`config.mk`:
```
export PLATFORM = sky130hd
export DESIGN_NAME = multichannel_averaging_decimator_core
export DESIGN_NICKNAME = d
export VERILOG_FILES = /design/src/hw/rtl/mad_pkg.sv /design/src/hw/rtl/mad_queue.sv /design/src/hw/rtl/mad_front.sv /design/src/hw/rtl/mad_div.sv /design/src/hw/rtl/mad_back.sv /design/src/hw/rtl/multichannel_averaging_decimator_core.sv
export SDC_FILE = /design/constraint.sdc
export NUM_CORES = 2
export LEC_CHECK = 0
export BUFFER_PORTS_ARGS = -buffer_cell sky130_fd_sc_hd__buf_2
export CORE_MARGIN = 5
export CORE_UTILIZATION = 45
export DETAILED_ROUTE_END_ITERATION = 6
export HOLD_SLACK_MARGIN = 0.08
export SETUP_SLACK_MARGIN = 0.05
export SYNTH_ARGS = -nofsm -noshare
export SYNTH_HDL_FRONTEND = slang
export SYNTH_HIERARCHICAL = 1
export SYNTH_SLANG_ARGS = --single-unit
```
`constraint.sdc`:
```
create_clock -name clk -period 6.8 [get_ports clk]
set_clock_uncertainty 0.2 [all_clocks]
set_input_delay 0 -clock clk [delete_from_list [all_inputs] [get_ports clk]]
set_output_delay 0 -clock clk [all_outputs]
set_load 0.02 [all_outputs]
```
`src/hw/rtl/mad_pkg.sv`:
```
// Shared types and constants of the multichannel averaging decimator.
package mad_pkg;

    // Fixed field widths
    localparam int SAMPLE_BITS   = 24;
    localparam int CHAN_BITS     = 3;
    localparam int DIVIDER_BITS  = 12;
    localparam int ACTIVE_BITS   = 4;
    localparam int MAX_RESULTS   = 8;
    localparam int CFG_ADDR_BITS = 3;
    localparam int TDATA_BITS    = 32;

    // Command queue between front and back
    localparam int QUEUE_DEPTH = 4;
    localparam int QPTR_BITS   = 2;

    // Configuration register indexes
    localparam logic [CFG_ADDR_BITS-1:0] CFG_TICK_DIVIDER    = 3'd0;
    localparam logic [CFG_ADDR_BITS-1:0] CFG_CLAMP_ENABLE    = 3'd1;
    localparam logic [CFG_ADDR_BITS-1:0] CFG_ACTIVE_CHANNELS = 3'd2;
    localparam logic [CFG_ADDR_BITS-1:0] CFG_RANGE_LOW       = 3'd3;
    localparam logic [CFG_ADDR_BITS-1:0] CFG_RANGE_HIGH      = 3'd4;

    // Configuration reset values
    localparam logic [DIVIDER_BITS-1:0]       TICK_DIVIDER_RST = 12'd1;
    localparam logic signed [SAMPLE_BITS-1:0] RANGE_LOW_RST    = 24'sh800000;
    localparam logic signed [SAMPLE_BITS-1:0] RANGE_HIGH_RST   = 24'sh7FFFFF;

    typedef struct packed {
        logic [DIVIDER_BITS-1:0]       tick_divider;
        logic                          clamp_enable;
        logic [ACTIVE_BITS-1:0]        active_channels;
        logic signed [SAMPLE_BITS-1:0] range_low;
        logic signed [SAMPLE_BITS-1:0] range_high;
    } cfg_t;

    // One queued command: a sample update or a window close
    typedef struct packed {
        logic                          is_window;
        logic [CHAN_BITS-1:0]          channel;
        logic signed [SAMPLE_BITS-1:0] value;
        logic                          invalid;
    } cmd_t;

    typedef enum logic [1:0] {
        BK_IDLE,
        BK_LOAD,
        BK_DIV,
        BK_EMIT
    } bk_state_t;

endpackage

```
`src/hw/rtl/mad_queue.sv`:
```
// Short command queue that decouples the front from the back.
module mad_queue (
    input  logic          clk,
    input  logic          rst_n,
    input  logic          push,
    input  mad_pkg::cmd_t push_cmd,
    output logic          full,
    input  logic          pop,
    output mad_pkg::cmd_t head_cmd,
    output logic          empty
);

    mad_pkg::cmd_t                     slot_reg [mad_pkg::QUEUE_DEPTH];
    logic [mad_pkg::QPTR_BITS-1:0]     wr_ptr_reg;
    logic [mad_pkg::QPTR_BITS-1:0]     rd_ptr_reg;
    logic [mad_pkg::QPTR_BITS:0]       fill_reg;

    assign full     = (fill_reg == (mad_pkg::QPTR_BITS+1)'(mad_pkg::QUEUE_DEPTH));
    assign empty    = (fill_reg == '0);
    assign head_cmd = slot_reg[rd_ptr_reg];

    // Advance pointers and fill level
    always_ff @(posedge clk or negedge rst_n)
    begin
        if (!rst_n)
        begin
            wr_ptr_reg <= '0;
            rd_ptr_reg <= '0;
            fill_reg   <= '0;
        end
        else
        begin
            if (push)
                wr_ptr_reg <= wr_ptr_reg + 1'b1;
            if (pop)
                rd_ptr_reg <= rd_ptr_reg + 1'b1;
            if (push && !pop)
                fill_reg <= fill_reg + 1'b1;
            else if (pop && !push)
                fill_reg <= fill_reg - 1'b1;
        end
    end

    // Store the pushed command
    always_ff @(posedge clk)
    begin
        if (push)
            slot_reg[wr_ptr_reg] <= push_cmd;
    end

endmodule

```
`src/hw/rtl/mad_front.sv`:
```
// Front part: accepts beats, counts ticks and queues sample and window commands.
module mad_front #(
    parameter int CHANNELS = 8
) (
    input  logic                                clk,
    input  logic                                rst_n,
    input  mad_pkg::cfg_t                       cfg,
    input  logic                                in_valid,
    output logic                                in_ready,
    input  logic                                in_kind,
    input  logic [mad_pkg::CHAN_BITS-1:0]       in_channel,
    input  logic signed [mad_pkg::SAMPLE_BITS-1:0] in_value,
    input  logic                                in_invalid,
    output logic                                push,
    output mad_pkg::cmd_t                       push_cmd,
    input  logic                                queue_full
);

    logic [mad_pkg::DIVIDER_BITS-1:0] tick_reg;
    logic [mad_pkg::DIVIDER_BITS-1:0] tick_next;
    logic [mad_pkg::DIVIDER_BITS-1:0] tick_inc;
    logic [mad_pkg::DIVIDER_BITS-1:0] div_eff;
    logic                             accept;
    logic                             window_done;
    logic                             chan_ok;

    assign in_ready = !queue_full;
    assign accept   = in_valid && in_ready;

    // Classify the beat
    assign div_eff     = (cfg.tick_divider == '0) ? mad_pkg::DIVIDER_BITS'(1)
                                                  : cfg.tick_divider;
    assign tick_inc    = tick_reg + 1'b1;
    assign window_done = (tick_inc >= div_eff);
    assign chan_ok     = (32'(in_channel) < CHANNELS);

    always_comb
    begin
        tick_next          = tick_reg;
        push               = 1'b0;
        push_cmd.is_window = in_kind;
        push_cmd.channel   = in_channel;
        push_cmd.value     = in_value;
        push_cmd.invalid   = in_invalid;
        if (accept)
        begin
            if (in_kind)
            begin
                tick_next = window_done ? '0 : tick_inc;
                push      = window_done;
            end
            else
            begin
                // drop samples of channels that are not built
                push = chan_ok;
            end
        end
    end

    always_ff @(posedge clk or negedge rst_n)
    begin
        if (!rst_n)
            tick_reg <= '0;
        else
            tick_reg <= tick_next;
    end

endmodule

```
`src/hw/rtl/mad_div.sv`:
```
// Radix-2 restoring divider for signed sums by unsigned counts, truncating toward zero.
module mad_div #(
    parameter int SUM_W = 40,
    parameter int CNT_W = 16
) (
    input  logic                    clk,
    input  logic                    rst_n,
    input  logic                    start,
    input  logic signed [SUM_W-1:0] dividend,
    input  logic [CNT_W-1:0]        divisor,
    output logic                    done,
    output logic signed [SUM_W-1:0] quotient
);

    localparam int STEP_W = $clog2(SUM_W + 1);

    logic              busy_reg;
    logic              done_reg;
    logic              neg_reg;
    logic [CNT_W-1:0]  rem_reg;
    logic [SUM_W-1:0]  quo_reg;
    logic [CNT_W-1:0]  div_reg;
    logic [STEP_W-1:0] step_reg;
    logic [CNT_W:0]    trial;
    logic [CNT_W:0]    diff;
    logic              fits;
    logic [CNT_W-1:0]  rem_step;

    // One quotient bit per cycle
    assign trial    = {rem_reg, quo_reg[SUM_W-1]};
    assign diff     = trial - {1'b0, div_reg};
    assign fits     = (trial >= {1'b0, div_reg});
    assign rem_step = fits ? diff[CNT_W-1:0] : trial[CNT_W-1:0];

    assign done     = done_reg;
    assign quotient = neg_reg ? $signed(SUM_W'(0) - quo_reg) : $signed(quo_reg);

    always_ff @(posedge clk or negedge rst_n)
    begin
        if (!rst_n)
        begin
            busy_reg <= 1'b0;
            done_reg <= 1'b0;
            step_reg <= '0;
        end
        else
        begin
            done_reg <= 1'b0;
            if (start)
            begin
                busy_reg <= 1'b1;
                step_reg <= STEP_W'(SUM_W);
            end
            else if (busy_reg)
            begin
                step_reg <= step_reg - 1'b1;
                if (step_reg == STEP_W'(1))
                begin
                    busy_reg <= 1'b0;
                    done_reg <= 1'b1;
                end
            end
        end
    end

    // Load magnitude and shift through the quotient
    always_ff @(posedge clk)
    begin
        if (start)
        begin
            neg_reg <= dividend[SUM_W-1];
            quo_reg <= dividend[SUM_W-1] ? (SUM_W'(0) - SUM_W'(dividend)) : SUM_W'(dividend);
            rem_reg <= '0;
            div_reg <= divisor;
        end
        else if (busy_reg)
        begin
            rem_reg <= rem_step;
            quo_reg <= {quo_reg[SUM_W-2:0], fits};
        end
    end

endmodule

```
`src/hw/rtl/mad_back.sv`:
```
// Back part: per-channel accumulators, window emission through the divider and clamp.
module mad_back #(
    parameter int CHANNELS   = 8,
    parameter int COUNT_BITS = 16
) (
    input  logic                                   clk,
    input  logic                                   rst_n,
    input  mad_pkg::cfg_t                          cfg,
    input  mad_pkg::cmd_t                          head_cmd,
    input  logic                                   queue_empty,
    output logic                                   pop,
    output logic                                   out_valid,
    input  logic                                   out_ready,
    output logic [mad_pkg::CHAN_BITS-1:0]          out_channel,
    output logic signed [mad_pkg::SAMPLE_BITS-1:0] out_value,
    output logic                                   out_invalid,
    output logic                                   out_last
);

    localparam int SB      = mad_pkg::SAMPLE_BITS;
    localparam int SUM_W   = SB + COUNT_BITS;
    localparam int CIW     = (CHANNELS > 1) ? $clog2(CHANNELS) : 1;
    localparam int LIM_MAX = (CHANNELS < mad_pkg::MAX_RESULTS) ? CHANNELS
                                                               : mad_pkg::MAX_RESULTS;

    // Channel state
    logic signed [SUM_W-1:0] sum_reg  [CHANNELS];
    logic [COUNT_BITS-1:0]   cnt_reg  [CHANNELS];
    logic signed [SB-1:0]    held_reg [CHANNELS];
    logic                    inv_reg  [CHANNELS];

    // Sequencer
    mad_pkg::bk_state_t                state_reg, state_next;
    logic [mad_pkg::CHAN_BITS-1:0]     idx_reg, idx_next;
    logic [mad_pkg::ACTIVE_BITS-1:0]   lim_reg, lim_next;
    logic signed [SB-1:0]              val_reg, val_next;
    logic                              inval_reg, inval_next;

    // Output register
    logic                              out_valid_reg, out_valid_next;
    logic [mad_pkg::CHAN_BITS-1:0]     out_chan_reg, out_chan_next;
    logic signed [SB-1:0]              out_val_reg, out_val_next;
    logic                              out_inv_reg, out_inv_next;
    logic                              out_last_reg, out_last_next;

    logic [CIW-1:0]                    row;
    logic signed [SUM_W-1:0]           sum_rd;
    logic [COUNT_BITS-1:0]             cnt_rd;
    logic signed [SB-1:0]              held_rd;
    logic                              inv_rd;
    logic                              upd_sample;
    logic                              clr_row;
    logic                              held_we;
    logic                              div_start;
    logic                              div_done;
    logic signed [SUM_W-1:0]           div_quot;
    logic [mad_pkg::ACTIVE_BITS-1:0]   lim_calc;
    logic                              is_last;
    logic signed [SB-1:0]              clamp_hi;
    logic signed [SB-1:0]              clamp_val;
    logic                              out_free;

    // Select the row being worked on
    assign row     = (state_reg == mad_pkg::BK_IDLE) ? CIW'(head_cmd.channel) : CIW'(idx_reg);
    assign sum_rd  = sum_reg[row];
    assign cnt_rd  = cnt_reg[row];
    assign held_rd = held_reg[row];
    assign inv_rd  = inv_reg[row];

    // Saturate the channel count of a window
    assign lim_calc = (cfg.active_channels > mad_pkg::ACTIVE_BITS'(LIM_MAX))
                      ? mad_pkg::ACTIVE_BITS'(LIM_MAX) : cfg.active_channels;
    assign is_last  = (({1'b0, idx_reg} + 1'b1) == lim_reg);

    // Apply the high limit first, then the low limit
    assign clamp_hi  = (val_reg > cfg.range_high) ? cfg.range_high : val_reg;
    assign clamp_val = (clamp_hi < cfg.range_low) ? cfg.range_low : clamp_hi;

    assign out_free  = !out_valid_reg || out_ready;

    mad_div #(
        .SUM_W (SUM_W),
        .CNT_W (COUNT_BITS)
    ) u_div (
        .clk      (clk),
        .rst_n    (rst_n),
        .start    (div_start),
        .dividend (sum_rd),
        .divisor  (cnt_rd),
        .done     (div_done),
        .quotient (div_quot)
    );

    // Next state and strobes
    always_comb
    begin
        state_next     = state_reg;
        idx_next       = idx_reg;
        lim_next       = lim_reg;
        val_next       = val_reg;
        inval_next     = inval_reg;
        out_valid_next = out_valid_reg && !out_ready;
        out_chan_next  = out_chan_reg;
        out_val_next   = out_val_reg;
        out_inv_next   = out_inv_reg;
        out_last_next  = out_last_reg;
        pop            = 1'b0;
        upd_sample     = 1'b0;
        clr_row        = 1'b0;
        held_we        = 1'b0;
        div_start      = 1'b0;
        unique case (state_reg)
            mad_pkg::BK_IDLE:
            begin
                if (!queue_empty)
                begin
                    pop = 1'b1;
                    if (head_cmd.is_window)
                    begin
                        lim_next = lim_calc;
                        idx_next = '0;
                        if (lim_calc != '0)
                            state_next = mad_pkg::BK_LOAD;
                    end
                    else
                    begin
                        upd_sample = 1'b1;
                    end
                end
            end
            mad_pkg::BK_LOAD:
            begin
                inval_next = inv_rd;
                if (inv_rd)
                begin
                    val_next   = '0;
                    state_next = mad_pkg::BK_EMIT;
                end
                else if (cnt_rd != '0)
                begin
                    div_start  = 1'b1;
                    state_next = mad_pkg::BK_DIV;
                end
                else
                begin
                    val_next   = held_rd;
                    state_next = mad_pkg::BK_EMIT;
                end
            end
            mad_pkg::BK_DIV:
            begin
                if (div_done)
                begin
                    val_next   = div_quot[SB-1:0];
                    held_we    = 1'b1;
                    state_next = mad_pkg::BK_EMIT;
                end
            end
            mad_pkg::BK_EMIT:
            begin
                if (out_free)
                begin
                    out_valid_next = 1'b1;
                    out_chan_next  = idx_reg;
                    out_inv_next   = inval_reg;
                    out_last_next  = is_last;
                    if (inval_reg || !cfg.clamp_enable)
                        out_val_next = val_reg;
                    else
                        out_val_next = clamp_val;
                    clr_row = 1'b1;
                    if (is_last)
                    begin
                        state_next = mad_pkg::BK_IDLE;
                    end
                    else
                    begin
                        idx_next   = idx_reg + 1'b1;
                        state_next = mad_pkg::BK_LOAD;
                    end
                end
            end
            default:
            begin
                state_next = mad_pkg::BK_IDLE;
            end
        endcase
    end

    // Hold control state
    always_ff @(posedge clk or negedge rst_n)
    begin
        if (!rst_n)
        begin
            state_reg     <= mad_pkg::BK_IDLE;
            out_valid_reg <= 1'b0;
        end
        else
        begin
            state_reg     <= state_next;
            out_valid_reg <= out_valid_next;
        end
    end

    // Hold datapath registers
    always_ff @(posedge clk)
    begin
        idx_reg      <= idx_next;
        lim_reg      <= lim_next;
        val_reg      <= val_next;
        inval_reg    <= inval_next;
        out_chan_reg <= out_chan_next;
        out_val_reg  <= out_val_next;
        out_inv_reg  <= out_inv_next;
        out_last_reg <= out_last_next;
    end

    // Update the channel accumulators
    always_ff @(posedge clk or negedge rst_n)
    begin
        if (!rst_n)
        begin
            for (int c = 0; c < CHANNELS; c++)
            begin
                sum_reg[c]  <= '0;
                cnt_reg[c]  <= '0;
                held_reg[c] <= '0;
                inv_reg[c]  <= 1'b0;
            end
        end
        else
        begin
            if (upd_sample)
            begin
                if (head_cmd.invalid)
                begin
                    inv_reg[row] <= 1'b1;
                end
                else if (cnt_rd != {COUNT_BITS{1'b1}})
                begin
                    sum_reg[row] <= sum_rd + {{COUNT_BITS{head_cmd.value[SB-1]}},
                                              head_cmd.value};
                    cnt_reg[row] <= cnt_rd + 1'b1;
                end
            end
            if (held_we)
                held_reg[row] <= div_quot[SB-1:0];
            if (clr_row)
            begin
                sum_reg[row] <= '0;
                cnt_reg[row] <= '0;
                inv_reg[row] <= 1'b0;
            end
        end
    end

    assign out_valid   = out_valid_reg;
    assign out_channel = out_chan_reg;
    assign out_value   = out_val_reg;
    assign out_invalid = out_inv_reg;
    assign out_last    = out_last_reg;

endmodule

```
`src/hw/rtl/multichannel_averaging_decimator_core.sv`:
```
// Flow: a taken sample beat passes through the command queue into its channel's
//   accumulator; a closing tick beat queues a window that is emitted channel by channel.
// Throughput: one beat per cycle into a 4-entry command queue while it is not full;
//   each active channel with samples and no invalid flag goes through the bit-serial divider.
// Reset: rst_n clears accumulators, held values, tick count and queue at once and
//   loads the configuration defaults; no clearing pass follows.
module multichannel_averaging_decimator_core #(
    parameter int CHANNELS   = 8,
    parameter int COUNT_BITS = 16
) (
    input  logic                                 clk,
    input  logic                                 rst_n,
    // slave stream
    input  logic                                 s_axis_tvalid,
    output logic                                 s_axis_tready,
    input  logic [mad_pkg::TDATA_BITS-1:0]       s_axis_tdata,  // channel, sample_value, sample_invalid
    input  logic                                 s_axis_tuser,  // kind
    // master stream
    output logic                                 m_axis_tvalid,
    input  logic                                 m_axis_tready,
    output logic [mad_pkg::TDATA_BITS-1:0]       m_axis_tdata,  // out_channel, average_value, out_invalid
    output logic                                 m_axis_tlast,  // last_of_window
    // configuration writes
    input  logic                                 cfg_we,
    input  logic [mad_pkg::CFG_ADDR_BITS-1:0]    cfg_addr,
    input  logic [mad_pkg::SAMPLE_BITS-1:0]      cfg_wdata
);

    localparam int SB = mad_pkg::SAMPLE_BITS;
    localparam int CB = mad_pkg::CHAN_BITS;

    mad_pkg::cfg_t            cfg_reg;
    mad_pkg::cmd_t            push_cmd;
    mad_pkg::cmd_t            head_cmd;
    logic                     push;
    logic                     pop;
    logic                     queue_full;
    logic                     queue_empty;
    logic [CB-1:0]            res_channel;
    logic signed [SB-1:0]     res_value;
    logic                     res_invalid;

    // Write configuration registers
    always_ff @(posedge clk or negedge rst_n)
    begin
        if (!rst_n)
        begin
            cfg_reg.tick_divider    <= mad_pkg::TICK_DIVIDER_RST;
            cfg_reg.clamp_enable    <= 1'b1;
            cfg_reg.active_channels <= '0;
            cfg_reg.range_low       <= mad_pkg::RANGE_LOW_RST;
            cfg_reg.range_high      <= mad_pkg::RANGE_HIGH_RST;
        end
        else if (cfg_we)
        begin
            unique case (cfg_addr)
                mad_pkg::CFG_TICK_DIVIDER:
                    cfg_reg.tick_divider <= cfg_wdata[mad_pkg::DIVIDER_BITS-1:0];
                mad_pkg::CFG_CLAMP_ENABLE:
                    cfg_reg.clamp_enable <= cfg_wdata[0];
                mad_pkg::CFG_ACTIVE_CHANNELS:
                    cfg_reg.active_channels <= cfg_wdata[mad_pkg::ACTIVE_BITS-1:0];
                mad_pkg::CFG_RANGE_LOW:
                    cfg_reg.range_low <= $signed(cfg_wdata);
                mad_pkg::CFG_RANGE_HIGH:
                    cfg_reg.range_high <= $signed(cfg_wdata);
                default:
                begin
                    cfg_reg <= cfg_reg;
                end
            endcase
        end
    end

    mad_front #(
        .CHANNELS (CHANNELS)
    ) u_front (
        .clk        (clk),
        .rst_n      (rst_n),
        .cfg        (cfg_reg),
        .in_valid   (s_axis_tvalid),
        .in_ready   (s_axis_tready),
        .in_kind    (s_axis_tuser),
        .in_channel (s_axis_tdata[CB-1:0]),
        .in_value   ($signed(s_axis_tdata[CB+SB-1:CB])),
        .in_invalid (s_axis_tdata[CB+SB]),
        .push       (push),
        .push_cmd   (push_cmd),
        .queue_full (queue_full)
    );

    mad_queue u_queue (
        .clk      (clk),
        .rst_n    (rst_n),
        .push     (push),
        .push_cmd (push_cmd),
        .full     (queue_full),
        .pop      (pop),
        .head_cmd (head_cmd),
        .empty    (queue_empty)
    );

    mad_back #(
        .CHANNELS   (CHANNELS),
        .COUNT_BITS (COUNT_BITS)
    ) u_back (
        .clk         (clk),
        .rst_n       (rst_n),
        .cfg         (cfg_reg),
        .head_cmd    (head_cmd),
        .queue_empty (queue_empty),
        .pop         (pop),
        .out_valid   (m_axis_tvalid),
        .out_ready   (m_axis_tready),
        .out_channel (res_channel),
        .out_value   (res_value),
        .out_invalid (res_invalid),
        .out_last    (m_axis_tlast)
    );

    // Pack the result beat, zero padded to whole bytes
    assign m_axis_tdata = {{(mad_pkg::TDATA_BITS - CB - SB - 1){1'b0}},
                           res_invalid, res_value, res_channel};

endmodule
```
==> results.toml <==
[drt]
highest_layer = "met4"
via_per_inst = 6.073
wl_met1_um = 66880
antenna_left = 0
met3WireLength_um = 12540
wl_per_cell_um = 24.92
wl_met2_um = 74380
drt-total-wl_um = 161300
drc = 0
drt_iter0_drc = 3990
vias = 39310
dr.pass1.iters = 6

[setup_path]
crit_type = "flip-flop to flip-flop"
required_ns = 7.24
crit_fanout = 35
crit_chain = "inv_1 -> ha_1 -> buf_4 -> mux2i_4 -> buf_4 -> nand3_4 -> buf_4 -> o22ai_1 -> nor4_1 -> ha_1 -> nand4_1 -> and3b_1 -> a2bb2oi_1 -> a21oi_1 -> o21ai_0 -> buf_4 -> a21boi_0 -> o21ai_1 -> nand3_1 -> a21oi_1"
cp-end-kind = "flip-flop"
worstSetupStartpointType = "flip-flop"
crit_slowest_cell = "nor4_1"
arrival_ns = 6.93
cpMostUsedCell = "buf_4"
slowest_delay_ns = 0.92

[die]
ios = 100
rows = 121
die_x_um = 341.4
initial_utilization_pct = 45.34
dieArea_mm2 = 0.1166
coreArea_mm2 = 0.1090
fp.dieH_um = 341.4

[sta]
rsz0062_at_grt = "false"
fin_ws_ns = 0.3110
setup_viol = 0
hold_viol = 0
min_period_ns = 6.489
timing.fmax_mhz = 154.1
fin_setup_tns_ns = 0
slew_viol_final = 0
worst_pin_slew_ns = 1.276
period_share_pct = 95.43
relSlewSlack_pct = 14.75

[clock_network]
clock_latency_ns = 0.72
cts_tree = "yes"
cts.path.max_buffers = 3
h-tree-depth = 3
cts.clk_slew.worst_paths_ns = 0.07
cts_root_buf = "clkbuf_16"
cts_setup_buffers = 0
cts_sinks = 993
numCtsBuffers = 108

[grt]
grt_overflow = 0
grt_pass1_wl_um = 245600
track_usage_pct = 27.27
grt_max_degree = 171
antenna_found_initial = 1
grt_pass1_vias = 39130

[synthesis]
syn_avg_cell_area_um2 = 10.28
syn_inst = 4806
netlist_area_mm2 = 0.04942
ys_warn_count = 6

[run_status]
status = "finished, final reports clean"

[job]
cap_violations = 0

[place]
dp.cells = 6147
place_ws_ns = 0.4655
dpl.hpwl_um = 99540
gp_congestion = 0.9006
io_buffers = 91

[layout]
fin_nets = 5164
largest_reg_flops = 320
final_common_cell = "nand2_1"
synthToLayoutAreaGrowth_pct = 15.11
final_cell_mix = "733 x nand2_1, 716 x dfrtp_1, 426 x a21oi_1"
final_cells = 6473
fill_cells = 9862
drive_above_1_share_pct = 17.28

[hold_path]
hp-class = "input pin to flip-flop"
stage by stage:
stage / util (%) / hold slack, ns / cell area, um^2
final: 52.19 / 0.2247 / 56890
after global routing: 52.19 / 0.2081 / 56890
after CTS: 52.17 / 0.1285 / 56860
after detailed placement: 47.68 / -0.08075 / 51970
after global placement: 47.68 / -0.07655 / 51970
after floorplan: - / -0.4956 / 49430
worst max-delay path, delay by kind of cell, from the launching register on:
| kind | cells | cell delay (ns) |
|---|---|---|
| fa+ha+maj | 2 | 0.90 |
| flops | 1 | 0.41 |
| mux | 1 | 0.09 |
| buf+inv | 5 | 1.46 |
| compound gates | 7 | 1.71 |
| simple gates | 5 | 1.58 |
layer usage:
metal | vias to the layer above | GRT usage (%)
li1 | 17600 | -
met1 | 19630 | 36.82
met2 | 1679 | 43.64
met3 | 401 | 4.941
met4 | 0 | 11.36
met5 | - | 0
worst paths after layout:
kind / from / endpoint / slack [ns] / cells after the start
hold reg to reg: u_queue/fill_reg[2] / u_queue/fill_reg[2] / 0.29 / 1
setup reg to reg: u_back/state_reg[0] / u_back/sum_reg[312] / 0.31 / 20
setup / recovery: u_back/state_reg[0] / u_back/sum_reg[312] / 0.31 / 20
hold / removal: cfg_we / cfg_reg[52] / 0.22 / 4
min in group asynchronous: rst_n / cfg_reg[21] / 0.36 / 3
max in group asynchronous: rst_n / u_back/sum_reg[77] / 4.68 / 5
cell type report:
type                            instances  area (um^2)  share of cell area (%)
Inverter                              129        484.2                  0.8511
Tap cell                             1414         1769                   3.110
Clock inverter                         50        635.6                   1.117
Multi-Input combinational cell       3351        21830                   38.37
Antenna cell                            1        2.502                0.004399
Sequential cell                       993        25970                   45.66
Timing Repair Buffer                  381         3163                   5.560
Clock buffer                          154         3030                   5.327
timing repair:
action / 4_1_cts / 5_1_grt
endpoints found under the setup margin: 0 / 31
hold buffers: 121 / 0
gates resized for setup: 0 / 3
hold endpoints to repair: 880 / 0
Power is not shown: default switching activity piles up to over one toggle a cycle in this logic, so the estimate is an artifact.
